<file path="src/rtl/wle_pkg.sv">
// ----------------------------------------------------------------------------
// wle_pkg
// shared types and constants of the windowed level estimator
// ----------------------------------------------------------------------------
package wle_pkg;

    localparam int TIME_W      = 32;
    localparam int LEVEL_W     = 16;
    localparam int MODE_W      = 2;
    localparam int COUNT_OUT_W = 7;
    localparam int CFG_INDEX_W = 2;
    localparam int CFG_DATA_W  = 32;

    // estimation modes, the unused code behaves as last
    localparam logic [MODE_W-1:0] MODE_LAST = 2'd0;
    localparam logic [MODE_W-1:0] MODE_MIN  = 2'd1;
    localparam logic [MODE_W-1:0] MODE_AVG  = 2'd2;

    // register indexes
    localparam logic [CFG_INDEX_W-1:0] CFG_MODE   = 2'd0;
    localparam logic [CFG_INDEX_W-1:0] CFG_WINDOW = 2'd1;

    typedef struct packed {
        logic [TIME_W-1:0]         stamp;
        logic signed [LEVEL_W-1:0] level;
    } sample_t;

    typedef struct packed {
        logic take;  // take the neighbor's sample
        logic load;  // take the new sample
    } cell_ctrl_t;

    typedef enum logic [2:0] {
        ST_IDLE,
        ST_EXP_PRE,
        ST_ADD,
        ST_EXP_POST,
        ST_MIN,
        ST_DIV,
        ST_OUT
    } state_t;

endpackage

</file>
<file path="src/rtl/wle_if.sv">
// ----------------------------------------------------------------------------
// wle_if
// channel interfaces: input items, result items and register writes
// ----------------------------------------------------------------------------
interface wle_in_if
    import wle_pkg::*;
();
    logic                      valid;
    logic                      ready;
    logic [TIME_W-1:0]         now_time;
    logic                      has_sample;
    logic signed [LEVEL_W-1:0] sample_level;

    modport source (output valid, now_time, has_sample, sample_level, input ready);
    modport sink   (input valid, now_time, has_sample, sample_level, output ready);
endinterface

interface wle_out_if
    import wle_pkg::*;
();
    logic                      valid;
    logic                      ready;
    logic signed [LEVEL_W-1:0] estimate;
    logic                      estimate_valid;
    logic [COUNT_OUT_W-1:0]    window_count;
    logic                      overflow;

    modport source (output valid, estimate, estimate_valid, window_count, overflow,
                    input ready);
    modport sink   (input valid, estimate, estimate_valid, window_count, overflow,
                    output ready);
endinterface

interface wle_cfg_if
    import wle_pkg::*;
();
    logic                   valid;
    logic                   ready;
    logic [CFG_INDEX_W-1:0] index;
    logic [CFG_DATA_W-1:0]  data;

    modport source (output valid, index, data, input ready);
    modport sink   (input valid, index, data, output ready);
endinterface

</file>
<file path="src/rtl/wle_cell.sv">
// ----------------------------------------------------------------------------
// wle_cell
// one slot of the sample chain: holds a timestamped level
// ----------------------------------------------------------------------------
module wle_cell
    import wle_pkg::*;
(
    input  logic       clk,
    input  cell_ctrl_t ctrl,
    input  sample_t    neighbor,
    input  sample_t    load_data,
    output sample_t    held
);

    sample_t held_reg;

    always_ff @(posedge clk)
    begin
        if (ctrl.load)
        begin
            held_reg <= load_data;
        end
        else if (ctrl.take)
        begin
            held_reg <= neighbor;
        end
    end

    assign held = held_reg;

endmodule

</file>
<file path="src/rtl/wle_divider.sv">
// ----------------------------------------------------------------------------
// wle_divider
// restoring unsigned divider, one quotient bit per cycle
// ----------------------------------------------------------------------------
module wle_divider #(
    parameter int DIVIDEND_W = 23,
    parameter int DIVISOR_W  = 7
) (
    input  logic                  clk,
    input  logic                  rst_n,
    input  logic                  start,
    input  logic [DIVIDEND_W-1:0] dividend,
    input  logic [DIVISOR_W-1:0]  divisor,
    output logic                  done,
    output logic [DIVIDEND_W-1:0] quotient
);

    localparam int CNT_W = $clog2(DIVIDEND_W + 1);

    logic [DIVIDEND_W-1:0] quo_reg;
    logic [DIVISOR_W-1:0]  rem_reg;
    logic [DIVISOR_W-1:0]  dvs_reg;
    logic [CNT_W-1:0]      cnt_reg;
    logic                  busy_reg;
    logic                  done_reg;
    logic [DIVISOR_W:0]    rem_shift;
    logic [DIVISOR_W:0]    diff;
    logic                  fits;

    assign rem_shift = {rem_reg, quo_reg[DIVIDEND_W-1]};
    assign diff      = rem_shift - {1'b0, dvs_reg};
    assign fits      = ~diff[DIVISOR_W];

    always_ff @(posedge clk or negedge rst_n)
    begin
        if (!rst_n)
        begin
            busy_reg <= 1'b0;
            done_reg <= 1'b0;
            cnt_reg  <= '0;
        end
        else
        begin
            done_reg <= busy_reg && (cnt_reg == CNT_W'(1));
            if (start)
            begin
                busy_reg <= 1'b1;
                cnt_reg  <= CNT_W'(DIVIDEND_W);
            end
            else if (busy_reg)
            begin
                cnt_reg <= cnt_reg - CNT_W'(1);
                if (cnt_reg == CNT_W'(1))
                begin
                    busy_reg <= 1'b0;
                end
            end
        end
    end

    always_ff @(posedge clk)
    begin
        if (start)
        begin
            quo_reg <= dividend;
            rem_reg <= '0;
            dvs_reg <= divisor;
        end
        else if (busy_reg)
        begin
            quo_reg <= {quo_reg[DIVIDEND_W-2:0], fits};
            rem_reg <= fits ? diff[DIVISOR_W-1:0] : rem_shift[DIVISOR_W-1:0];
        end
    end

    assign done     = done_reg;
    assign quotient = quo_reg;

endmodule

</file>
<file path="src/rtl/windowed_level_estimator_top.sv">
// ----------------------------------------------------------------------------
// windowed_level_estimator_top
// sliding time window estimator over timestamped q8.8 level samples
// ----------------------------------------------------------------------------
// Samples live in a chain of RING_DEPTH cells, oldest in cell 0, held ones
// in cells 0 to count-1. Each item gives one result, and only one item at a
// time is in work. An item goes through these steps in order: accept; for
// an item with a sample, a pre-add expiry pass (minimum and average mode
// only) and the add step; a post-add expiry pass; then in minimum mode the
// whole chain is rotated once past cell 0 to find the least level, or in
// average mode a bit-serial divider runs (SUM_W = 17 + log2(RING_DEPTH));
// and the result is handed to the output register. The next item is taken
// while a finished result still waits in the output register. Expiry drops
// samples by shifting the chain down one cell per cycle; a full ring drops
// its oldest sample in the same shift that stores the new one. Registers are
// to be written only while the block is idle; the block does not enforce
// this, and cfg.ready is always high.
// ----------------------------------------------------------------------------
module windowed_level_estimator_top
    import wle_pkg::*;
#(
    parameter int RING_DEPTH = 64
) (
    input  logic      clk,
    input  logic      rst_n,
    wle_in_if.sink    req,
    wle_out_if.source rsp,
    wle_cfg_if.sink   cfg
);

    localparam int IDX_W   = (RING_DEPTH > 1) ? $clog2(RING_DEPTH) : 1;
    localparam int COUNT_W = $clog2(RING_DEPTH + 1);
    localparam int SUM_W   = LEVEL_W + IDX_W + 1;

    // control state
    state_t                    state_reg, state_next;
    logic [MODE_W-1:0]         mode_reg;
    logic [TIME_W-1:0]         window_reg;
    logic [COUNT_W-1:0]        count_reg;
    logic signed [SUM_W-1:0]   sum_reg;
    logic [IDX_W-1:0]          step_reg;
    logic                      rsp_valid_reg;

    // item payload and working values
    logic [TIME_W-1:0]         now_reg;
    logic                      has_reg;
    logic signed [LEVEL_W-1:0] level_reg;
    logic [TIME_W-1:0]         limit_reg;
    logic                      exp_en_reg;
    logic                      evicted_reg;
    logic [TIME_W-1:0]         newest_reg;
    logic signed [LEVEL_W-1:0] res_reg;
    logic                      res_valid_reg;
    logic                      neg_reg;

    // result register
    logic signed [LEVEL_W-1:0] rsp_est_reg;
    logic                      rsp_est_valid_reg;
    logic [COUNT_OUT_W-1:0]    rsp_count_reg;
    logic                      rsp_ovf_reg;

    // datapath controls from the sequencer
    logic accept;
    logic do_drop;
    logic do_append;
    logic do_evict;
    logic do_last;
    logic do_rotate;
    logic do_skip;
    logic res_zero;
    logic res_head;
    logic div_start;
    logic rsp_load;

    logic mode_window;
    logic expire_hit;
    logic full;
    logic step_held;

    // sample chain
    sample_t    cells     [RING_DEPTH];
    cell_ctrl_t cell_ctrl [RING_DEPTH];
    sample_t    new_sample;
    sample_t    tail_in;

    logic                      div_done;
    logic [SUM_W-1:0]          div_quo;
    logic [SUM_W-1:0]          sum_abs;
    logic [SUM_W-1:0]          quo_signed;
    logic signed [SUM_W-1:0]   head_ext;
    logic signed [SUM_W-1:0]   new_ext;

    assign req.ready = (state_reg == ST_IDLE);
    assign cfg.ready = 1'b1;
    assign accept    = req.valid && req.ready;

    assign mode_window = (mode_reg == MODE_MIN) || (mode_reg == MODE_AVG);
    assign full        = (count_reg == COUNT_W'(RING_DEPTH));
    // oldest held sample fell out of the window
    assign expire_hit  = (count_reg != '0) && exp_en_reg && (cells[0].stamp < limit_reg);
    assign step_held   = ({1'b0, step_reg} < (IDX_W + 1)'(count_reg));

    assign new_sample.stamp = now_reg;
    assign new_sample.level = level_reg;
    assign head_ext         = SUM_W'(cells[0].level);
    assign new_ext          = SUM_W'(level_reg);

    // sequencer
    always_comb
    begin
        state_next = state_reg;
        do_drop    = 1'b0;
        do_append  = 1'b0;
        do_evict   = 1'b0;
        do_last    = 1'b0;
        do_rotate  = 1'b0;
        do_skip    = 1'b0;
        res_zero   = 1'b0;
        res_head   = 1'b0;
        div_start  = 1'b0;
        rsp_load   = 1'b0;
        case (state_reg)
            ST_IDLE:
            begin
                if (accept)
                begin
                    state_next = req.has_sample ? ST_EXP_PRE : ST_EXP_POST;
                end
            end
            ST_EXP_PRE:
            begin
                // last mode stores without expiring first
                if (mode_window && expire_hit)
                begin
                    do_drop = 1'b1;
                end
                else
                begin
                    state_next = ST_ADD;
                end
            end
            ST_ADD:
            begin
                if (!mode_window)
                begin
                    do_last = 1'b1;
                end
                else if ((count_reg != '0) && (newest_reg >= now_reg))
                begin
                    // not later than the newest held sample
                    do_skip = 1'b1;
                end
                else if (full)
                begin
                    do_evict = 1'b1;
                end
                else
                begin
                    do_append = 1'b1;
                end
                state_next = ST_EXP_POST;
            end
            ST_EXP_POST:
            begin
                if (expire_hit)
                begin
                    do_drop = 1'b1;
                end
                else if (count_reg == '0)
                begin
                    res_zero   = 1'b1;
                    state_next = ST_OUT;
                end
                else if (mode_reg == MODE_MIN)
                begin
                    state_next = ST_MIN;
                end
                else if (mode_reg == MODE_AVG)
                begin
                    div_start  = 1'b1;
                    state_next = ST_DIV;
                end
                else
                begin
                    res_head   = 1'b1;
                    state_next = ST_OUT;
                end
            end
            ST_MIN:
            begin
                do_rotate = 1'b1;
                if (step_reg == IDX_W'(RING_DEPTH - 1))
                begin
                    state_next = ST_OUT;
                end
            end
            ST_DIV:
            begin
                if (div_done)
                begin
                    state_next = ST_OUT;
                end
            end
            ST_OUT:
            begin
                if (!rsp_valid_reg || rsp.ready)
                begin
                    rsp_load   = 1'b1;
                    state_next = ST_IDLE;
                end
            end
            default:
            begin
                state_next = ST_IDLE;
            end
        endcase
    end

    // last cell takes cell 0 when rotating, else the new sample on eviction
    assign tail_in = do_rotate ? cells[0] : new_sample;

    genvar k;
    generate
        for (k = 0; k < RING_DEPTH; k++)
        begin : g_chain
            // take in the upper bit, load in the lower
            assign cell_ctrl[k] = {
                do_drop || do_evict || do_rotate,
                (do_append && (count_reg[IDX_W-1:0] == IDX_W'(k))) || (do_last && (k == 0))
            };

            if (k == RING_DEPTH - 1)
            begin : g_tail
                wle_cell u_cell (
                    .clk       (clk),
                    .ctrl      (cell_ctrl[k]),
                    .neighbor  (tail_in),
                    .load_data (new_sample),
                    .held      (cells[k])
                );
            end
            else
            begin : g_body
                wle_cell u_cell (
                    .clk       (clk),
                    .ctrl      (cell_ctrl[k]),
                    .neighbor  (cells[k+1]),
                    .load_data (new_sample),
                    .held      (cells[k])
                );
            end
        end
    endgenerate

    // average: divide the magnitude, put the sign back afterwards
    assign sum_abs    = sum_reg[SUM_W-1] ? SUM_W'(-sum_reg) : SUM_W'(sum_reg);
    assign quo_signed = neg_reg ? SUM_W'(-div_quo) : div_quo;

    wle_divider #(
        .DIVIDEND_W (SUM_W),
        .DIVISOR_W  (COUNT_W)
    ) u_divider (
        .clk      (clk),
        .rst_n    (rst_n),
        .start    (div_start),
        .dividend (sum_abs),
        .divisor  (count_reg),
        .done     (div_done),
        .quotient (div_quo)
    );

    // control registers
    always_ff @(posedge clk or negedge rst_n)
    begin
        if (!rst_n)
        begin
            state_reg     <= ST_IDLE;
            mode_reg      <= MODE_LAST;
            window_reg    <= '0;
            count_reg     <= '0;
            sum_reg       <= '0;
            step_reg      <= '0;
            rsp_valid_reg <= 1'b0;
        end
        else
        begin
            state_reg <= state_next;

            if (cfg.valid && cfg.ready)
            begin
                case (cfg.index)
                    CFG_MODE:   mode_reg   <= cfg.data[MODE_W-1:0];
                    CFG_WINDOW: window_reg <= cfg.data[TIME_W-1:0];
                    default:    ;
                endcase
            end

            if (do_drop)
            begin
                count_reg <= count_reg - COUNT_W'(1);
                sum_reg   <= sum_reg - head_ext;
            end
            else if (do_evict)
            begin
                sum_reg <= sum_reg - head_ext + new_ext;
            end
            else if (do_append)
            begin
                count_reg <= count_reg + COUNT_W'(1);
                sum_reg   <= sum_reg + new_ext;
            end
            else if (do_last)
            begin
                count_reg <= COUNT_W'(1);
                sum_reg   <= new_ext;
            end

            if (state_reg == ST_MIN)
            begin
                step_reg <= step_reg + IDX_W'(1);
            end
            else
            begin
                step_reg <= '0;
            end

            if (rsp_load)
            begin
                rsp_valid_reg <= 1'b1;
            end
            else if (rsp.ready)
            begin
                rsp_valid_reg <= 1'b0;
            end
        end
    end

    // payload and working registers
    always_ff @(posedge clk)
    begin
        if (accept)
        begin
            now_reg     <= req.now_time;
            has_reg     <= req.has_sample;
            level_reg   <= req.sample_level;
            exp_en_reg  <= (window_reg <= req.now_time);
            limit_reg   <= req.now_time - window_reg;
            evicted_reg <= 1'b0;
        end

        if (do_evict)
        begin
            evicted_reg <= 1'b1;
        end

        if (do_append || do_evict || do_last)
        begin
            newest_reg <= now_reg;
        end

        if (res_zero)
        begin
            res_reg       <= '0;
            res_valid_reg <= 1'b0;
        end
        else if (res_head)
        begin
            res_reg       <= cells[0].level;
            res_valid_reg <= 1'b1;
        end
        else if (div_start)
        begin
            neg_reg       <= sum_reg[SUM_W-1];
            res_valid_reg <= 1'b1;
        end
        else if ((state_reg == ST_EXP_POST) && (state_next == ST_MIN))
        begin
            res_valid_reg <= 1'b1;
        end

        // running minimum as the chain rotates past cell 0
        if (do_rotate)
        begin
            if (step_reg == '0)
            begin
                res_reg <= cells[0].level;
            end
            else if (step_held && (cells[0].level < res_reg))
            begin
                res_reg <= cells[0].level;
            end
        end

        if ((state_reg == ST_DIV) && div_done)
        begin
            res_reg <= quo_signed[LEVEL_W-1:0];
        end

        if (rsp_load)
        begin
            rsp_est_reg       <= res_reg;
            rsp_est_valid_reg <= res_valid_reg;
            rsp_count_reg     <= COUNT_OUT_W'(count_reg);
            rsp_ovf_reg       <= evicted_reg && has_reg;
        end
    end

    assign rsp.valid          = rsp_valid_reg;
    assign rsp.estimate       = rsp_est_reg;
    assign rsp.estimate_valid = rsp_est_valid_reg;
    assign rsp.window_count   = rsp_count_reg;
    assign rsp.overflow       = rsp_ovf_reg;

endmodule
</file>
<file path="src/flat_wrapper.sv">
// flat-port wrapper written by rule: the top's interface ports become plain ports
module windowed_level_estimator_top_flat import wle_pkg::*;
#(
    parameter int RING_DEPTH = 64
)
  (clk, rst_n, req_valid, req_now_time, req_has_sample, req_sample_level, req_ready, rsp_valid, rsp_estimate, rsp_estimate_valid, rsp_window_count, rsp_overflow, rsp_ready, cfg_valid, cfg_index, cfg_data, cfg_ready);
  wle_in_if req_i ();
  wle_out_if rsp_i ();
  wle_cfg_if cfg_i ();
  input  logic clk;
  input  logic rst_n;
  input wire logic [$bits(req_i.valid)-1:0] req_valid;
  input wire logic [$bits(req_i.now_time)-1:0] req_now_time;
  input wire logic [$bits(req_i.has_sample)-1:0] req_has_sample;
  input wire logic [$bits(req_i.sample_level)-1:0] req_sample_level;
  output wire logic [$bits(req_i.ready)-1:0] req_ready;
  output wire logic [$bits(rsp_i.valid)-1:0] rsp_valid;
  output wire logic [$bits(rsp_i.estimate)-1:0] rsp_estimate;
  output wire logic [$bits(rsp_i.estimate_valid)-1:0] rsp_estimate_valid;
  output wire logic [$bits(rsp_i.window_count)-1:0] rsp_window_count;
  output wire logic [$bits(rsp_i.overflow)-1:0] rsp_overflow;
  input wire logic [$bits(rsp_i.ready)-1:0] rsp_ready;
  input wire logic [$bits(cfg_i.valid)-1:0] cfg_valid;
  input wire logic [$bits(cfg_i.index)-1:0] cfg_index;
  input wire logic [$bits(cfg_i.data)-1:0] cfg_data;
  output wire logic [$bits(cfg_i.ready)-1:0] cfg_ready;
  assign req_i.valid = req_valid;
  assign req_i.now_time = req_now_time;
  assign req_i.has_sample = req_has_sample;
  assign req_i.sample_level = req_sample_level;
  assign req_ready = req_i.ready;
  assign rsp_valid = rsp_i.valid;
  assign rsp_estimate = rsp_i.estimate;
  assign rsp_estimate_valid = rsp_i.estimate_valid;
  assign rsp_window_count = rsp_i.window_count;
  assign rsp_overflow = rsp_i.overflow;
  assign rsp_i.ready = rsp_ready;
  assign cfg_i.valid = cfg_valid;
  assign cfg_i.index = cfg_index;
  assign cfg_i.data = cfg_data;
  assign cfg_ready = cfg_i.ready;
  windowed_level_estimator_top #(.RING_DEPTH(RING_DEPTH)) u_core (.clk(clk), .rst_n(rst_n), .req(req_i), .rsp(rsp_i), .cfg(cfg_i));
endmodule
</file>
<file path="config.mk">
export PLATFORM = sky130hd
export DESIGN_NAME = windowed_level_estimator_top_flat
export DESIGN_NICKNAME = d
export VERILOG_FILES = /design/src/rtl/wle_pkg.sv /design/src/rtl/wle_if.sv /design/src/rtl/wle_cell.sv /design/src/rtl/wle_divider.sv /design/src/rtl/windowed_level_estimator_top.sv /design/src/flat_wrapper.sv
export SDC_FILE = /design/constraint.sdc
export NUM_CORES = 2
export LEC_CHECK = 0
export BUFFER_PORTS_ARGS = -buffer_cell sky130_fd_sc_hd__buf_2
export CORE_MARGIN = 3
export CORE_UTILIZATION = 55
export CTS_CLUSTER_DIAMETER = 40
export CTS_CLUSTER_SIZE = 25
export DETAILED_ROUTE_END_ITERATION = 10
export PLACE_DENSITY_LB_ADDON = 0.12
export SYNTH_ARGS = -nofsm -noshare
export SYNTH_HDL_FRONTEND = slang
export SYNTH_HIERARCHICAL = 1
export SYNTH_SLANG_ARGS = --single-unit
</file>
<file path="constraint.sdc">
create_clock -name clk -period 6.7 [get_ports clk]
set_input_delay 1.005 -clock clk [delete_from_list [all_inputs] [get_ports clk]]
set_output_delay 1.005 -clock clk [all_outputs]
set_load 0.01 [all_outputs]
</file>
Word level (Yosys, flattened, before mapping)
Index checks and enable logic that the tools add are counted. Widths: inputs -> output; s select.

Input port bits: 88. Flip-flop bits (word level): 3348.

Add/subtract/negate cells: 11. Equal/unequal tests: 77. Bitwise logic cells: 3. $lt $le $gt $ge: 5. Multiplexer cells: 199. Reduce and logical (&&, ||, !) cells: 161.

Operators with widths (number): $mux 48 (129); $eq 6x6->1 const B (33); $mux 23 (7); $reduce_bool 2->1 (66); $mux 16 (7); $eq 6x5->1 const B (16); $logic_and 1x1->1 (74); $eq 6x4->1 const B (8); $add 23x16->23 (2); $mux 1 (36); $mux 7 (5); $ge 32x32->1 (1); $le 32x32->1 (1); $lt 32x32->1 (1); $sub 32x32->32 (1); $eq 6x3->1 const B (4); $mux 3 (8); $neg 23->23 (1); $sub 23x16->23 (1); $pmux 3 s7 (1); $lt 16x16->1 (1); $neg 16->16 (1); $eq 3x3->1 const B (4); $eq 6x2->1 const B (2); other kinds (30) (46).

Longest topological paths before layout
Depth after elaboration: 12. Mapped depth: 22.

By module
The synthesis kept the hierarchy.

Modules (own cells, without submodules): wle_cell (area each 2067.0 um2, cells an instance 102, instances 64); windowed_level_estimator_top (area each 17146.4 um2, cells an instance 1878, instances 1); wle_divider (area each 2234.6 um2, cells an instance 181, instances 1).

Least setup slack after synthesis
No wires, ideal clock.

Path kind: reg-to-reg. Start: register u_core.now_reg[23]. End: register u_core.g_chain[20].g_body.u_cell.held_reg (netlist bit u_core/g_chain[20].g_body.u_cell/held[0]) (enable). Path buffers: 4. Library setup time: 0.408 ns. Path slack: 1.233 ns. Cell stages (with the launch flop): 16. Data arrival time: 5.059 ns. Data required time: 6.292 ns. Cell sequence: edfxtp_1 inv_1 ha_1 a211oi_1 o21ai_0 o221ai_1 nand4b_1 a21oi_1 o21a_1 buf_2 nand3_1 clkbuf_1 nor2_1 buf_6 buf_6 or2_1.

RTL lines: start: declaration (line windowed_level_estimator_top.sv:45) `logic [TIME_W-1:0] now_reg;`; start signal: assignment (line windowed_level_estimator_top.sv:343) `now_reg <= req.now_time;`; end signal: assignment (line wle_cell.sv:21) `held_reg <= load_data;`; end signal: assignment (line wle_cell.sv:25) `held_reg <= neighbor;`; end: declaration (line wle_cell.sv:15) `sample_t held_reg;`.

==> results.json <==
{
  "outcome": "finished, final reports clean",
  "finalMaxSlewViolations": 0,
  "post_synth_most_frequent_cells": "sky130_fd_sc_hd__edfxtp_1 (3242), sky130_fd_sc_hd__mux2_2 (2551), sky130_fd_sc_hd__mux2_4 (576)",
  "p_leak_nw": 58.9,
  "grt_remaining_overflow": 0,
  "tritoncts": "built",
  "drive_above_1_share": 0.467,
  "power.share.switching": 0.299,
  "synth-main-ff-cell": "sky130_fd_sc_hd__edfxtp_1",
  "crit_type": "flop to flop",
  "synth_seq_area_share": 0.659,
  "gpl.final_weighted_congestion": 0.917,
  "clkPwrFrac": 0.317,
  "rr_startpoint": "u_core/count_reg[1]",
  "syn2layout_area_growth_pct": 13.6,
  "cts_sinks": 3348,
  "startpoint": "u_core/count_reg[1]",
  "start_util": 0.553,
  "p_int_mw": 56.4,
  "synthesis.instances": 8587,
  "clk_pin_slew_ns": 0.06,
  "grt_antenna_before_repair": 13,
  "syn_avg_cell_area_sq_um": 17.7,
  "setup.worst_path.start_class": "flop",
  "dieArea_sq_um": 282000,
  "hold_path.class": "input port to async pin",
  "end_kind": "flop",
  "max-slew-margin-rel": 0.122,
  "largest_register_ffs": 3024,
  "combinationalPowerShare": 0.241,
  "r2r.worst_path.cells": 12,
  "cts_hold_repair_buffers": 0,
  "netlist.area_leader.share": 0.642,
  "drt_drc_violations_left": 0,
  "endpoint_of_the_worst_setup_timing_path": "u_core/g_chain[16].g_body.u_cell/held[34]",
  "fp.dieH_um": 531,
  "via_count": 77700,
  "grt_first_pass_wirelength_um": 532000,
  "drtIter0Drc": 6809,
  "ctsLongestPathBuffers": 4,
  "finClkSkew_ns": 0.0541,
  "total_switching_power_mw": 24.1,
  "via_count_of_the_first_global_routing_pass": 80500,
  "yosys_warnings": 6,
  "period_needed_ns": 5.78,
  "finish.net_count": 9275,
  "timing_hold_violations_final": 0,
  "post_cts_buffers": 0,
  "port_buffers": 114,
  "firstDrtPassIters": 8,
  "netlist_top_cells_area": "sky130_fd_sc_hd__edfxtp_1 (64%), sky130_fd_sc_hd__mux2_2 (19%), sky130_fd_sc_hd__mux2_4 (5.7%)",
  "syn_nets": 8880,
  "worst_slew_pin_slew_ns": 1.32,
  "route.antenna.remaining_nets": 0,
  "timing.setup.tns_ns": 0,
  "sequentialPowerShare": 0.442,
  "synth_top_area_cell": "sky130_fd_sc_hd__edfxtp_1",
  "timing.critical_path.required_ns": 7.23,
  "power.density_nw_per_um2": 468,
  "report.final.setup_viol": 0,
  "grt_max_degree": 70,
  "post_synth_instance_area_sq_um": 152000,
  "gr-usage-all-layers": 0.250,
  "vdd_ir_drop_max_mv": 0.292,
  "final_min_period_over_clock_period": 0.862,
  "cp_max_fo": 64,
  "crit_path_cell_trace": "inv_1 -> ha_1 -> nand2_2 -> nor4_4 -> nor4b_1 -> o211ai_1 -> nor2_2 -> buf_4 -> nor2_1 -> nand2_2 -> buf_4 -> or2_2",
  "htree_num_levels": 5,
  "synth.ff_latch_count": 3348,
  "unrepaired_setup_endpoints_after_global_routing": "no",
  "core_sq_um": 274000,
  "worst-endpoint-arrival_ns": 6.31,
  "post_place_worst_slack_ns": 0.876,
  "max_stage_delay_ns": 1.09,
  "fp-row-count": 192,
  "clock.fmax_ghz": 0.173,
  "fp.dieW_um": 531,
  "worstSkewPairLatency_ns": 0.97,
  "cts_made_buffers": 474,
  "post_cts_resized": 0,
  "timing.reg2reg.setup_slack_ns": 0.92,
  "drt-vias-per-instance": 5.93,
  "finalWirelength_um": 355000,
  "cell_with_the_most_instances_after_synthesis": "sky130_fd_sc_hd__edfxtp_1",
  "critical_path_slowest_stage_cell": "sky130_fd_sc_hd__or2_2",
  "synth_enable_flop_cells": 3242,
  "critical_path.reg2reg.endpoint": "u_core/g_chain[16].g_body.u_cell/held[34]",
  "filler_cell_count": 19400,
  "netlist-cell-type-count": 97,
  "floorplan.io_pins": 116,
  "synthArstFlopShare": 0.0242,
  "max_cap_viol_count": 0,
  "route.detailed.wl_per_inst_um": 27.1,
  "cts_root_buffer": "sky130_fd_sc_hd__clkbuf_16",
  "detailedPlacementHpwl_um": 212000,
  "setup_ws_ns": 0.923
}
==> per-stage QoR <==
step | power (mW) | hold WS (ns) | cells | area [sq um] | util
2_1_floorplan | 48.2 | 0.409 | 8587 | 152000 | -
3_3_place_gp | 54.9 | 0.442 | 12200 | 156000 | 0.568
3_5_place_dp | 55.1 | 0.445 | 12200 | 156000 | 0.568
4_1_cts | 81.1 | 0.00684 | 13100 | 172000 | 0.628
5_1_grt | 84.2 | 0.0831 | 13100 | 172000 | 0.628
6_report | 80.6 | 0.0715 | 13100 | 172000 | 0.628
==> power by group through the flow <==
stage          registers [mW]  clock network, mW  logic (mW)
2_1_floorplan            35.0                  0        13.2
5_1_grt                  36.2               27.0        21.1
4_1_cts                  35.7               26.0        19.4
3_5_place_dp             35.9                  0        19.2
6_report                 35.6               25.6        19.4
3_3_place_gp             35.9                  0        19.0
==> cell type report <==
cell class | count | area, sq um | area share
sequential | 3348 | 99900 | 0.580
antenna | 11 | 27.5 | 0.000160
tap | 3686 | 4610 | 0.0268
timing repair buffer | 298 | 1970 | 0.0114
multi-input combinational | 4676 | 48500 | 0.282
clock buffer | 521 | 12100 | 0.0704
inverter | 184 | 692 | 0.00402
clock inverter | 378 | 4430 | 0.0257
==> how the worst min path moves through the flow <==
stage / start / endpoint / cells past startpoint
final: rst_n / u_core/window_reg[5] / 1
after CTS: rst_n / u_core/window_reg[5] / 1
after detailed placement: u_core/res_reg[8] / u_core/rsp.estimate[8] / 0
after global routing: rst_n / u_core/window_reg[5] / 1
after floorplan: u_core/res_valid_reg / u_core/rsp.estimate_valid / 0
after global placement: u_core/evicted_reg / u_core/evicted_reg / 2
==> critical path: cells and delay by family, from the launching register on <==
kind | cells | cell delay (ns)
DFF | 1 | 0.83
AOI/OAI and AO/OA | 1 | 0.25
buffers and inverters | 3 | 1.28
and+or+nand+nor | 7 | 2.49
adders and majority gates | 1 | 0.35
==> cell families (layout without fill, tap and decap cells) <==
family / after synthesis / count (layout) / synth area share
flip-flops: 3348 / 3348 / 0.659
multiplexers: 3132 / 3132 / 0.247
AND/OR/NAND/NOR: 669 / 669 / 0.0219
buffers and inverters: 563 / 1381 / 0.0251
AO/OA/AOI/OAI: 547 / 547 / 0.0235
adder cells (fa/ha/maj): 205 / 205 / 0.0172
XOR/XNOR: 122 / 122 / 0.00705
other: 1 / 12 / 0.0000247
==> cells in the final DEF, fill, tap and decap left out, types with 25 or more instances in the layout <==
| cell | n |
|---|---|
| sky130_fd_sc_hd__inv_1 | 183 |
| sky130_fd_sc_hd__mux2_2 | 2551 |
| sky130_fd_sc_hd__dfrtp_1 | 81 |
| sky130_fd_sc_hd__or2_2 | 66 |
| sky130_fd_sc_hd__a21o_1 | 60 |
| sky130_fd_sc_hd__nor2_1 | 106 |
| sky130_fd_sc_hd__clkbuf_16 | 477 |
| sky130_fd_sc_hd__buf_4 | 184 |
| sky130_fd_sc_hd__nand2_1 | 171 |
| sky130_fd_sc_hd__and3_1 | 26 |
| sky130_fd_sc_hd__clkinv_4 | 37 |
| sky130_fd_sc_hd__clkbuf_1 | 42 |
| sky130_fd_sc_hd__ha_1 | 200 |
| sky130_fd_sc_hd__nand3_1 | 51 |
| sky130_fd_sc_hd__nor3_1 | 35 |
| sky130_fd_sc_hd__clkinv_2 | 81 |
| sky130_fd_sc_hd__nor2_4 | 65 |
| sky130_fd_sc_hd__mux2_4 | 576 |
| sky130_fd_sc_hd__o21ai_0 | 154 |
| sky130_fd_sc_hd__a21oi_1 | 115 |
| sky130_fd_sc_hd__clkinv_1 | 54 |
| sky130_fd_sc_hd__xnor2_1 | 96 |
| sky130_fd_sc_hd__xor2_1 | 26 |
| sky130_fd_sc_hd__dfxtp_1 | 25 |
| sky130_fd_sc_hd__inv_6 | 43 |
| sky130_fd_sc_hd__buf_2 | 113 |
| sky130_fd_sc_hd__bufinv_16 | 65 |
| sky130_fd_sc_hd__clkinvlp_4 | 52 |
| sky130_fd_sc_hd__nand4_1 | 32 |
| sky130_fd_sc_hd__edfxtp_1 | 3242 |
==> layer usage <==
layer,vias up,global-route usage,share of wire
li1,34400,-,-
met1,40500,0.364,0.45
met2,2311,0.387,0.46
met3,557,0.0393,0.058
met4,0,0.0832,0.031
met5,-,0,0
Power figures use the tool's default switching activity.
